**config.mk**
```make
export PLATFORM = sky130hd
export DESIGN_NAME = sequence_store_with_indexed_delete_flat
export DESIGN_NICKNAME = d
export VERILOG_FILES = /design/src/design/ssid_pkg.sv /design/src/design/ssid_stream_if.sv /design/src/design/ssid_ctrl.sv /design/src/design/ssid_dpath.sv /design/src/design/sequence_store_with_indexed_delete.sv /design/src/flat_wrapper.sv
export SDC_FILE = /design/constraint.sdc
export NUM_CORES = 1
export LEC_CHECK = 0
export BUFFER_PORTS_ARGS = -buffer_cell sky130_fd_sc_hd__buf_2
export CORE_MARGIN = 10
export CORE_UTILIZATION = 40
export CTS_BUF_LIST = sky130_fd_sc_hd__clkbuf_4 sky130_fd_sc_hd__clkbuf_8
export DETAILED_ROUTE_END_ITERATION = 10
export PLACE_DENSITY = 0.66
export SKIP_CTS_REPAIR_TIMING = 1
export SYNTH_ARGS = -nofsm -noshare
export SYNTH_HDL_FRONTEND = slang
export SYNTH_SLANG_ARGS = --single-unit
```
**constraint.sdc**
```tcl
create_clock -name clk -period 3.49 [get_ports clk]
set_input_delay 0 -clock clk [delete_from_list [all_inputs] [get_ports clk]]
set_output_delay 0 -clock clk [all_outputs]
set_load 0.01 [all_outputs]
```
**src/design/ssid_pkg.sv**
```systemverilog
// shared types, codes and defaults for the sequence store with indexed delete
// no dependencies; compiled first
package ssid_pkg;

	localparam int SSID_DEPTH = 64;

	// operation codes
	localparam logic [1:0] KIND_FRONT  = 2'd0;
	localparam logic [1:0] KIND_BACK   = 2'd1;
	localparam logic [1:0] KIND_DELETE = 2'd2;

	// status codes
	localparam logic [1:0] STATUS_DONE  = 2'd0;
	localparam logic [1:0] STATUS_FULL  = 2'd1;
	localparam logic [1:0] STATUS_RANGE = 2'd2;

	typedef struct packed {
		logic [1:0]         kind;
		logic signed [31:0] value;
		logic [5:0]         position;
	} ssid_op_t;

	typedef struct packed {
		logic signed [31:0] element;
		logic               is_empty;
		logic [1:0]         status;
		logic               last;
	} ssid_res_t;

	// controller to datapath
	typedef struct packed {
		logic load_op;
		logic apply;
		logic shift_rd;
		logic shift_wr;
		logic shift_done;
		logic dump_rd;
		logic dump_load;
	} ssid_cmd_t;

	// datapath to controller
	typedef struct packed {
		logic del_go;
		logic shift_more;
		logic out_free;
		logic dump_last;
	} ssid_stat_t;

endpackage

```
**src/design/ssid_stream_if.sv**
```systemverilog
// valid/ready channel carrying one word of a given payload type
// no dependencies
interface ssid_stream_if #(
	parameter type payload_t = logic
) ();
	logic     valid;
	logic     ready;
	payload_t payload;

	modport source (output valid, output payload, input ready);
	modport sink (input valid, input payload, output ready);
endinterface

```
**src/design/ssid_ctrl.sv**
```systemverilog
// sequencing state machine: apply, shift for delete, dump
// depends on ssid_pkg
module ssid_ctrl import ssid_pkg::*; (
	input  logic       clk,
	input  logic       arst_n,
	input  logic       cmd_valid,
	output logic       cmd_ready,
	output ssid_cmd_t  ctl,
	input  ssid_stat_t stat
);

	typedef enum logic [5:0] {
		ST_IDLE     = 6'b000001,
		ST_APPLY    = 6'b000010,
		ST_SHIFT_RD = 6'b000100,
		ST_SHIFT_WR = 6'b001000,
		ST_DUMP_RD  = 6'b010000,
		ST_DUMP_LD  = 6'b100000
	} state_t;

	state_t state_q, state_d;

	always_ff @(posedge clk or negedge arst_n) begin
		if (!arst_n) begin
			state_q <= ST_IDLE;
		end else begin
			state_q <= state_d;
		end
	end

	assign cmd_ready = (state_q == ST_IDLE);

	always_comb begin
		state_d = state_q;
		ctl     = '0;
		case (state_q)
			ST_IDLE: begin
				if (cmd_valid) begin
					ctl.load_op = 1'b1;
					state_d     = ST_APPLY;
				end
			end
			ST_APPLY: begin
				ctl.apply = 1'b1;
				state_d   = stat.del_go ? ST_SHIFT_RD : ST_DUMP_RD;
			end
			ST_SHIFT_RD: begin
				if (stat.shift_more) begin
					ctl.shift_rd = 1'b1;
					state_d      = ST_SHIFT_WR;
				end else begin
					ctl.shift_done = 1'b1;
					state_d        = ST_DUMP_RD;
				end
			end
			ST_SHIFT_WR: begin
				ctl.shift_wr = 1'b1;
				state_d      = ST_SHIFT_RD;
			end
			ST_DUMP_RD: begin
				ctl.dump_rd = 1'b1;
				state_d     = ST_DUMP_LD;
			end
			ST_DUMP_LD: begin
				if (stat.out_free) begin
					ctl.dump_load = 1'b1;
					state_d       = stat.dump_last ? ST_IDLE : ST_DUMP_RD;
				end
			end
			default: begin
				state_d = ST_IDLE;
			end
		endcase
	end

endmodule

```
**src/design/ssid_dpath.sv**
```systemverilog
// element ring memory, front pointer, count, iterator and output register
// depends on ssid_pkg and ssid_stream_if
module ssid_dpath import ssid_pkg::*; #(
	parameter int DEPTH = SSID_DEPTH
) (
	input  logic       clk,
	input  logic       arst_n,
	input  ssid_cmd_t  ctl,
	output ssid_stat_t stat,
	input  ssid_op_t   op,
	ssid_stream_if.source dump
);

	localparam int PTR_W = $clog2(DEPTH);
	localparam int CNT_W = $clog2(DEPTH + 1);

	logic signed [31:0] mem [DEPTH];
	logic signed [31:0] rdata_s1;

	logic [PTR_W-1:0] front_q;
	logic [CNT_W-1:0] count_q;
	logic [CNT_W-1:0] idx_q;
	logic [1:0]       kind_q;
	logic [31:0]      value_q;
	logic [5:0]       pos_q;
	logic [1:0]       status_q;
	ssid_res_t        out_q;
	logic             out_valid_q;

	logic             is_ins;
	logic             full;
	logic [PTR_W-1:0] new_front;
	logic [CNT_W-1:0] rd_idx;
	logic [PTR_W-1:0] rd_addr;
	logic [PTR_W-1:0] wr_addr;
	logic [31:0]      wr_data;
	logic             wr_en;
	logic             rd_en;

	// ring slot of the i-th element from the front
	function automatic logic [PTR_W-1:0] slot_of(input logic [PTR_W-1:0] f,
						     input logic [CNT_W-1:0] i);
		logic [CNT_W:0] s;
		s = (CNT_W+1)'(f) + (CNT_W+1)'(i);
		if (s >= (CNT_W+1)'(DEPTH)) begin
			s = s - (CNT_W+1)'(DEPTH);
		end
		return s[PTR_W-1:0];
	endfunction

	assign is_ins    = (kind_q == KIND_FRONT) || (kind_q == KIND_BACK);
	assign full      = (count_q == CNT_W'(DEPTH));
	assign new_front = (front_q == '0) ? PTR_W'(DEPTH - 1) : front_q - 1'b1;

	assign rd_idx  = ctl.shift_rd ? idx_q + 1'b1 : idx_q;
	assign rd_addr = slot_of(front_q, rd_idx);
	assign rd_en   = ctl.shift_rd || ctl.dump_rd;

	always_comb begin
		wr_en   = 1'b0;
		wr_addr = slot_of(front_q, idx_q);
		wr_data = rdata_s1;
		if (ctl.apply && is_ins && !full) begin
			wr_en   = 1'b1;
			wr_data = value_q;
			wr_addr = (kind_q == KIND_FRONT) ? new_front : slot_of(front_q, count_q);
		end else if (ctl.shift_wr) begin
			wr_en = 1'b1;
		end
	end

	always_ff @(posedge clk) begin
		if (wr_en) begin
			mem[wr_addr] <= wr_data;
		end
		if (rd_en) begin
			rdata_s1 <= mem[rd_addr];
		end
	end

	// operation capture
	always_ff @(posedge clk) begin
		if (ctl.load_op) begin
			kind_q  <= op.kind;
			value_q <= op.value;
			pos_q   <= op.position;
		end
	end

	assign stat.del_go     = (kind_q == KIND_DELETE) && (7'(pos_q) < 7'(count_q));
	assign stat.shift_more = (7'(idx_q) + 7'd1) < 7'(count_q);
	assign stat.out_free   = !out_valid_q || dump.ready;
	assign stat.dump_last  = (count_q == '0) || (idx_q + 1'b1 == count_q);

	always_ff @(posedge clk or negedge arst_n) begin
		if (!arst_n) begin
			front_q <= '0;
			count_q <= '0;
		end else if (ctl.apply && is_ins && !full) begin
			count_q <= count_q + 1'b1;
			if (kind_q == KIND_FRONT) begin
				front_q <= new_front;
			end
		end else if (ctl.shift_done) begin
			count_q <= count_q - 1'b1;
		end
	end

	always_ff @(posedge clk) begin
		if (ctl.apply) begin
			if (is_ins && full) begin
				status_q <= STATUS_FULL;
			end else if (kind_q == KIND_DELETE && !stat.del_go) begin
				status_q <= STATUS_RANGE;
			end else begin
				status_q <= STATUS_DONE;
			end
			idx_q <= stat.del_go ? CNT_W'(pos_q) : '0;
		end else if (ctl.shift_done) begin
			idx_q <= '0;
		end else if (ctl.shift_wr || ctl.dump_load) begin
			idx_q <= idx_q + 1'b1;
		end
	end

	// output register
	always_ff @(posedge clk or negedge arst_n) begin
		if (!arst_n) begin
			out_valid_q <= 1'b0;
		end else if (ctl.dump_load) begin
			out_valid_q <= 1'b1;
		end else if (dump.ready) begin
			out_valid_q <= 1'b0;
		end
	end

	always_ff @(posedge clk) begin
		if (ctl.dump_load) begin
			out_q.element  <= (count_q == '0) ? 32'sd0 : rdata_s1;
			out_q.is_empty <= (count_q == '0);
			out_q.status   <= status_q;
			out_q.last     <= stat.dump_last;
		end
	end

	assign dump.valid   = out_valid_q;
	assign dump.payload = out_q;

`ifndef ASSERT_OFF
	a_count_bound: assert property (@(posedge clk) disable iff (!arst_n)
		count_q <= CNT_W'(DEPTH))
		else $error("element count above depth");

	a_count_step: assert property (@(posedge clk) disable iff (!arst_n)
		count_q == $past(count_q) || count_q == $past(count_q) + 1'b1 ||
		count_q + 1'b1 == $past(count_q))
		else $error("element count moved by more than one");

	a_empty_last: assert property (@(posedge clk) disable iff (!arst_n)
		out_valid_q && out_q.is_empty |-> out_q.last && out_q.element == 32'sd0)
		else $error("empty dump word not final or not zero");

	a_load_free: assert property (@(posedge clk) disable iff (!arst_n)
		ctl.dump_load |-> !out_valid_q || dump.ready)
		else $error("output word overwritten before taken");
`endif

endmodule

```
**src/design/sequence_store_with_indexed_delete.sv**
```systemverilog
// top level of the sequence store with indexed delete
// depends on ssid_pkg, ssid_stream_if, ssid_ctrl and ssid_dpath
//
// usage
//   cmd  : one word per operation (kind, value, position); kind front inserts
//          at the head, back appends, delete removes the element at position
//   dump : after every operation the whole sequence is sent head to tail, one
//          element per word, last set on the final word; an empty sequence
//          gives one word with is_empty set and element zero
//   status repeats on every word of a dump: done, insert dropped (full) or
//          delete position not below the element count
// timing
//   one operation at a time; cmd.ready is high only between operations
//   per operation: capture and apply; for a delete, each element after the
//   position (count - position - 1 of them) is read and then written one slot
//   toward the head before the loop is left; then each dump word is read and
//   loaded; the memory read is registered, one read port and one write port
//   the next operation is accepted while the final dump word still waits
// reset
//   arst_n clears the count, front pointer, state and output valid; the ring
//   memory is not cleared, only live entries are ever sent on dump
// stall
//   while dump.ready is low the dump word is held and the sequencer waits
module sequence_store_with_indexed_delete import ssid_pkg::*; #(
	parameter int DEPTH = SSID_DEPTH
) (
	input  logic clk,
	input  logic arst_n,
	ssid_stream_if.sink   cmd,
	ssid_stream_if.source dump
);

	ssid_cmd_t  ctl;
	ssid_stat_t stat;
	ssid_op_t   op;

	assign op = cmd.payload;

	// sequencer: apply, shift loop for delete, dump loop
	ssid_ctrl u_ctrl (
		.clk       (clk),
		.arst_n    (arst_n),
		.cmd_valid (cmd.valid),
		.cmd_ready (cmd.ready),
		.ctl       (ctl),
		.stat      (stat)
	);

	// ring memory, pointers and the output word register
	ssid_dpath #(
		.DEPTH (DEPTH)
	) u_dpath (
		.clk    (clk),
		.arst_n (arst_n),
		.ctl    (ctl),
		.stat   (stat),
		.op     (op),
		.dump   (dump)
	);

endmodule
```
**src/flat_wrapper.sv**
```systemverilog
// flat-port wrapper written by rule: the top's interface ports become plain ports
module sequence_store_with_indexed_delete_flat import ssid_pkg::*;
#(
	parameter int DEPTH = SSID_DEPTH
)
  (clk, arst_n, cmd_valid, cmd_payload, cmd_ready, dump_valid, dump_payload, dump_ready);
  ssid_stream_if cmd_i ();
  ssid_stream_if dump_i ();
  input  logic clk;
  input  logic arst_n;
  input wire logic [$bits(cmd_i.valid)-1:0] cmd_valid;
  input wire logic [$bits(cmd_i.payload)-1:0] cmd_payload;
  output wire logic [$bits(cmd_i.ready)-1:0] cmd_ready;
  output wire logic [$bits(dump_i.valid)-1:0] dump_valid;
  output wire logic [$bits(dump_i.payload)-1:0] dump_payload;
  input wire logic [$bits(dump_i.ready)-1:0] dump_ready;
  assign cmd_i.valid = cmd_valid;
  assign cmd_i.payload = cmd_payload;
  assign cmd_ready = cmd_i.ready;
  assign dump_valid = dump_i.valid;
  assign dump_payload = dump_i.payload;
  assign dump_i.ready = dump_ready;
  sequence_store_with_indexed_delete #(.DEPTH(DEPTH)) u_core (.clk(clk), .arst_n(arst_n), .cmd(cmd_i), .dump(dump_i));
endmodule
```
# Word-level counts from Yosys, hierarchy flattened
# Cells that the tools add are included.
# W data, S select, Z words.
dict set report totals {
  ff_bits 22
  latch_bits 0
  ram_bits 0
  mem_bits_ro 0
  out_inout_bits 3
  word_cells 47
  memories 0
}
dict set report classes {
  add_sub_neg 3
  multipliers 0
  n_div 0
  order_cmp 1
  n_eq_ne 10
  shifts 0
  muxes 16
  bitwise_logic 0
  n_reduce_logical 12
}
# operator count
set op_table {}
lappend op_table {{$pmux W6 S6} 1}
lappend op_table {{$mux W7} 3}
lappend op_table {{$add A7 B1 Y7 const B} 2}
lappend op_table {{$mux W6} 2}
lappend op_table {{$mux W5} 2}
lappend op_table {{$mux W1} 8}
lappend op_table {{$eq A7 B7 Y1} 1}
lappend op_table {{$eq A7 B7 Y1 const B} 1}
lappend op_table {{$logic_not A7 Y1} 1}
lappend op_table {{$lt A7 B7 Y1} 1}
lappend op_table {{$sub A7 B1 Y7 const B} 1}
lappend op_table {{$eq A6 B1 Y1 const B} 1}
lappend op_table {{$eq A6 B2 Y1 const B} 1}
lappend op_table {{$eq A6 B3 Y1 const B} 1}
lappend op_table {{$eq A6 B4 Y1 const B} 1}
lappend op_table {{$eq A6 B5 Y1 const B} 1}
lappend op_table {{$eq A6 B6 Y1 const B} 1}
lappend op_table {{$reduce_bool A2 Y1} 2}
lappend op_table {{$logic_or A1 B1 Y1} 3}
lappend op_table {{$reduce_bool A3 Y1} 1}
lappend op_table {{$logic_not A1 Y1} 2}
lappend op_table {{$ne A2 B1 Y1 const B} 1}
lappend op_table {{$ne A2 B2 Y1 const B} 1}
lappend op_table {{$reduce_and A2 Y1} 1}
lappend op_table {{2 further kinds} 2}

# Logic depth before layout (Yosys ltp)
dict set report depth {
  word_depth 6
  ltp_mapped 11
}

# By module
# A second synthesis with hierarchy kept.
dict set report unflattened {
  hier_cells 191
  hier_area_um2 1996.9
}
# module instances cells_each area_per_inst_um2 seq_area_each_um2
set by_module_without_submodules {}
lappend by_module_without_submodules {ssid_dpath 1 147 1594.0 680.7}
lappend by_module_without_submodules {ssid_ctrl 1 43 399.1 151.4}
lappend by_module_without_submodules {sequence_store_with_indexed_delete 1 1 3.8 0.0}

# Worst setup path before layout
# No wires, ideal clock.
dict set report synth_timing {
  path_kind {flip-flop to flip-flop}
  start {reg u_core.u_ctrl.state_q[3]}
  end {reg u_core.u_dpath.count_q[6]}
  setup_ns 0.125
  arrival_ns 2.818
  t_required_ns 3.365
  slack_ns 0.548
  stages_incl_launch_ff 10
  path_buffers 1
  period_less_slack_ns 2.942
  cell_sequence {dfrtp_1 or4_4 or3b_1 buf_2 o21bai_4 ha_1 and3_1 a211o_1 mux2i_4 xnor2_1}
}
dict set report synth_via {
  elab_chain_len 4
  elab_cells_between_ends 7
}
# element line
set synth_rtl {}
lappend synth_rtl {{from (decl)} ssid_ctrl.sv:21} ;# state_t state_q, state_d;
lappend synth_rtl {{from (signal assigned)} ssid_ctrl.sv:27} ;# state_q <= state_d;
lappend synth_rtl {{$eq A6 B2 Y1} ssid_ctrl.sv:36} ;# case (state_q)
lappend synth_rtl {{$mux W1} ssid_ctrl.sv:36}
lappend synth_rtl {{$logic_and A1 B1 Y1} ssid_dpath.sv:99} ;# end else if (ctl.apply && is_ins && !full) begin
lappend synth_rtl {{$mux W7 / $reduce_bool A2 Y1 (equally long branches)} -}
lappend synth_rtl {{to (signal assigned)} ssid_dpath.sv:100} ;# count_q <= count_q + 1'b1;
lappend synth_rtl {{to (signal assigned)} ssid_dpath.sv:105} ;# count_q <= count_q - 1'b1;
lappend synth_rtl {{to (decl)} ssid_dpath.sv:21} ;# logic [CNT_W-1:0] count_q;
# Parallel ways exist; a longest one is shown, timed or not.
# A chain may end at the register's enable or synchronous reset.

# Worst setup path after layout
# Ends and elaborated chain as after synthesis.

==> flow_metrics.py <==
metrics = {
    "setup_path": {
        "r2r_end": "u_core.u_dpath.count_q[6]",
        "path_cells": "or4_4, or3b_1, o21bai_4, ha_1, and3_1, a211o_1, mux2i_4, xnor2_1",
        "worstSetupEndpoint": "u_core.u_dpath.count_q[6]",
        "reg2reg_depth": 8,
        "critPathBufInv": 0,
        "worstPathArrival_ns": 3.36,
        "path_delay_family": "simple AND/OR/NAND/NOR gates",
        "max_stage_delay_ns": 0.55,
        "required_ns": 3.71,
        "crit_path_end_kind": "register",
        "path_class": "register to register",
        "cp_max_fo": 8,
        "worstSetupPathDepth": 8,
        "slowest_stage": "or4_4",
        "rrSetupSlack_ns": 0.36,
        "r2r-start": "u_core.u_ctrl.state_q[3]",
        "start_kind": "register",
        "crit_start": "u_core.u_ctrl.state_q[3]",
    },
    "flow_run": {
        "cap_violations": 0,
    },
    "place": {
        "place_area_um2": 1550,
        "dp_hpwl_um": 2160,
        "port_buffers": 6,
        "place_congestion": 0.825,
    },
    "power": {
        "combPwrFrac_pct": 54.8,
        "p_per_area_nw_per_um2": 771,
        "seqPwrFrac_pct": 33.2,
        "p_clk_share_pct": 12.0,
        "p_total_uw": 1240,
        "p_leak_uw": 0.000714,
        "vdd_drop_max_mv": 0.291,
        "p_switching_uw": 517,
        "p_int_uw": 720,
        "switching_share_pct": 41.8,
    },
    "final_layout": {
        "diodes": 0,
        "fin_area_um2": 1600,
        "nets": 168,
        "drive_above_1_share_pct": 16.2,
        "areaGrowthSynthToFinish_pct": 10.1,
        "fillers": 325,
    },
    "floorplanning": {
        "dieHeight_um": 80.3,
        "ioPinCount": 8,
        "fp.coreArea_um2": 3420,
        "rows": 21,
        "initial_core_util_pct": 42.6,
        "die_w_um": 80.3,
        "die_area_um2": 6450,
    },
    "cts": {
        "htreeDepth": 1,
        "tritoncts": "done",
        "clkTransAtPathRegs_ns": 0.14,
        "cts_buffer_depth": 2,
        "cts_made_buffers": 3,
        "root_buffer": "clkbuf_4",
        "cts.sinks": 22,
        "clock_latency_ns": 0.32,
    },
    "detailed_routing": {
        "wl_per_cell_um": 14.4,
        "ant_nets": 0,
        "route.detailed.drc": 0,
        "drtIter0Drc": 66,
        "vias": 1026,
        "viasPerCell": 5.29,
        "wirelength_um": 2800,
        "drtPass1Iterations": 4,
    },
    "logic_synthesis": {
        "ys_warn_count": 0,
        "syn-num-nets": 155,
        "synth.area.top_cells": "dfrtp_1 22%, edfxtp_1 16%, ha_1 11%",
        "netlist_instances": 136,
        "synth_top_area_share_pct": 22.3,
        "synth-main-ff-cell": "dfrtp_1",
        "syn_avg_cell_area_um2": 10.7,
        "synth_top_area_cell": "dfrtp_1",
        "synth_common_cells": "13 x dfrtp_1, 13 x ha_1, 9 x inv_1, 9 x nor2_1, 8 x edfxtp_1",
        "async_flop_share_pct": 63.6,
        "synth_area_um2": 1460,
        "ys_seq_elements": 22,
        "synth_seq_area_share_pct": 40.6,
        "synth_edf_count": 8,
        "synth.distinct_cells": 41,
    },
    "sta": {
        "setup_viol": 0,
        "min_period_ns": 3.13,
        "whs_ns": 0.00668,
        "worst_slew_pin_slew_ns": 0.346,
        "rsz0062_at_grt": "no",
        "fin_tns_setup_ns": 0,
        "fmax_mhz": 319,
        "slew_violations": 0,
        "hold_violations": 0,
        "relSlewSlack_pct": 76.9,
        "period_share_pct": 89.8,
        "skew_ns": 0.0151,
    },
    "grt": {
        "grt_usage_pct": 9.06,
        "grt_pass1_wl_um": 4620,
        "grt_overflow": 0,
        "grt_max_degree": 15,
        "antenna_found_initial": 0,
        "grt_pass1_vias": 1015,
    },
    "run_status": {
        "status": "complete, no violations",
    },
    "worst_hold_path": {
        "min_path_type": "input port to register",
    },
}
[through the flow]
step	instances	setup slack, ns	util (%)
after floorplan	136	0.548	-
after global placement	188	0.417	45.3
after detailed placement	188	0.380	45.3
after CTS	192	0.371	46.3
after global routing	194	0.237	46.9
final	194	0.357	46.9
[sequential cells by signal, indices dropped and copies added, names as in the netlist]
| signal | cells |
|---|---|
| u_core.u_dpath.count_q | 7 |
| u_core.u_dpath.idx_q | 7 |
| u_core.u_dpath.dump.valid | 1 |
| u_core.u_ctrl.state_q | 6 |
| u_core.u_dpath.dump.payload | 1 |
[logic make-up (layout without fill, tap and decap cells)]
family / count (synthesis) / count (layout) / synth area share [%]
muxes: 6 / 6 / 4.98
xor gates and xnor gates: 11 / 11 / 6.61
buffers and inverters: 10 / 22 / 2.66
adders and majority gates: 14 / 14 / 12.5
DFF: 22 / 22 / 40.6
AOI/OAI and AO/OA: 23 / 23 / 12.0
and+or+nand+nor: 50 / 50 / 20.5
[final cells by class]
cell class	count	area [µm²]	share of cell area, %
multi-input combinational	104	826	51.5
sequential	22	592	36.9
timing repair buffer	9	57.6	3.59
tap	46	57.6	3.59
clock buffer	4	36.3	2.26
inverter	9	33.8	2.11
[how the worst min path moves through the flow]
stage / start / endpoint / depth (start not counted)
after floorplan: arst_n / u_core.u_ctrl.state_q[1] / 0
after global placement: arst_n / u_core.u_dpath.count_q[3] / 1
after detailed placement: arst_n / u_core.u_dpath.count_q[3] / 1
after CTS: arst_n / u_core.u_dpath.count_q[3] / 1
after global routing: dump_ready / u_core.u_dpath.dump.valid / 3
final: dump_ready / u_core.u_ctrl.state_q[5] / 4
[worst min-delay path, delay by kind of cell]
family	cells	cell delay [ns]
AO/OA/AOI/OAI	1	0.13
buffers and inverters	1	0.09
AND/OR/NAND/NOR	2	0.10
[layout by cell type (no fill, tap or decap), types with 3 or more instances in the layout]
cell type   n
ha_1       13
dfrtp_1    13
inv_1       9
nor2_1      9
edfxtp_1    8
nand2_1     7
xor2_1      7
a21oi_1     7
and3_2      6
buf_2       6
nand3_1     5
nor2b_1     5
mux2i_1     5
xnor2_1     4
and2_1      3
a211oi_1    3
a21o_1      3
clkbuf_4    3
[power by group through the flow]
stage	registers, µW	logic [µW]	clock network (µW)
after CTS	411	677	150
after global routing	421	760	163
after detailed placement	416	672	0
after floorplan	398	544	0
after global placement	414	637	0
final	411	677	148
[metal layers]
| layer | global-route usage [%] | vias up | part of all wire [%] | wire length, µm |
|---|---|---|---|---|
| met1 | 10.9 | 496 | 47 | 1310 |
| met2 | 15.1 | 14 | 49 | 1370 |
| met5 | 0 | - | 0 | 0 |
| met3 | 2.12 | 4 | 2.9 | 80 |
| met4 | 3.70 | 0 | 1.1 | 32 |
| li1 | - | 512 | - | - |
No activity file was read; power rests on OpenSTA's default activity.
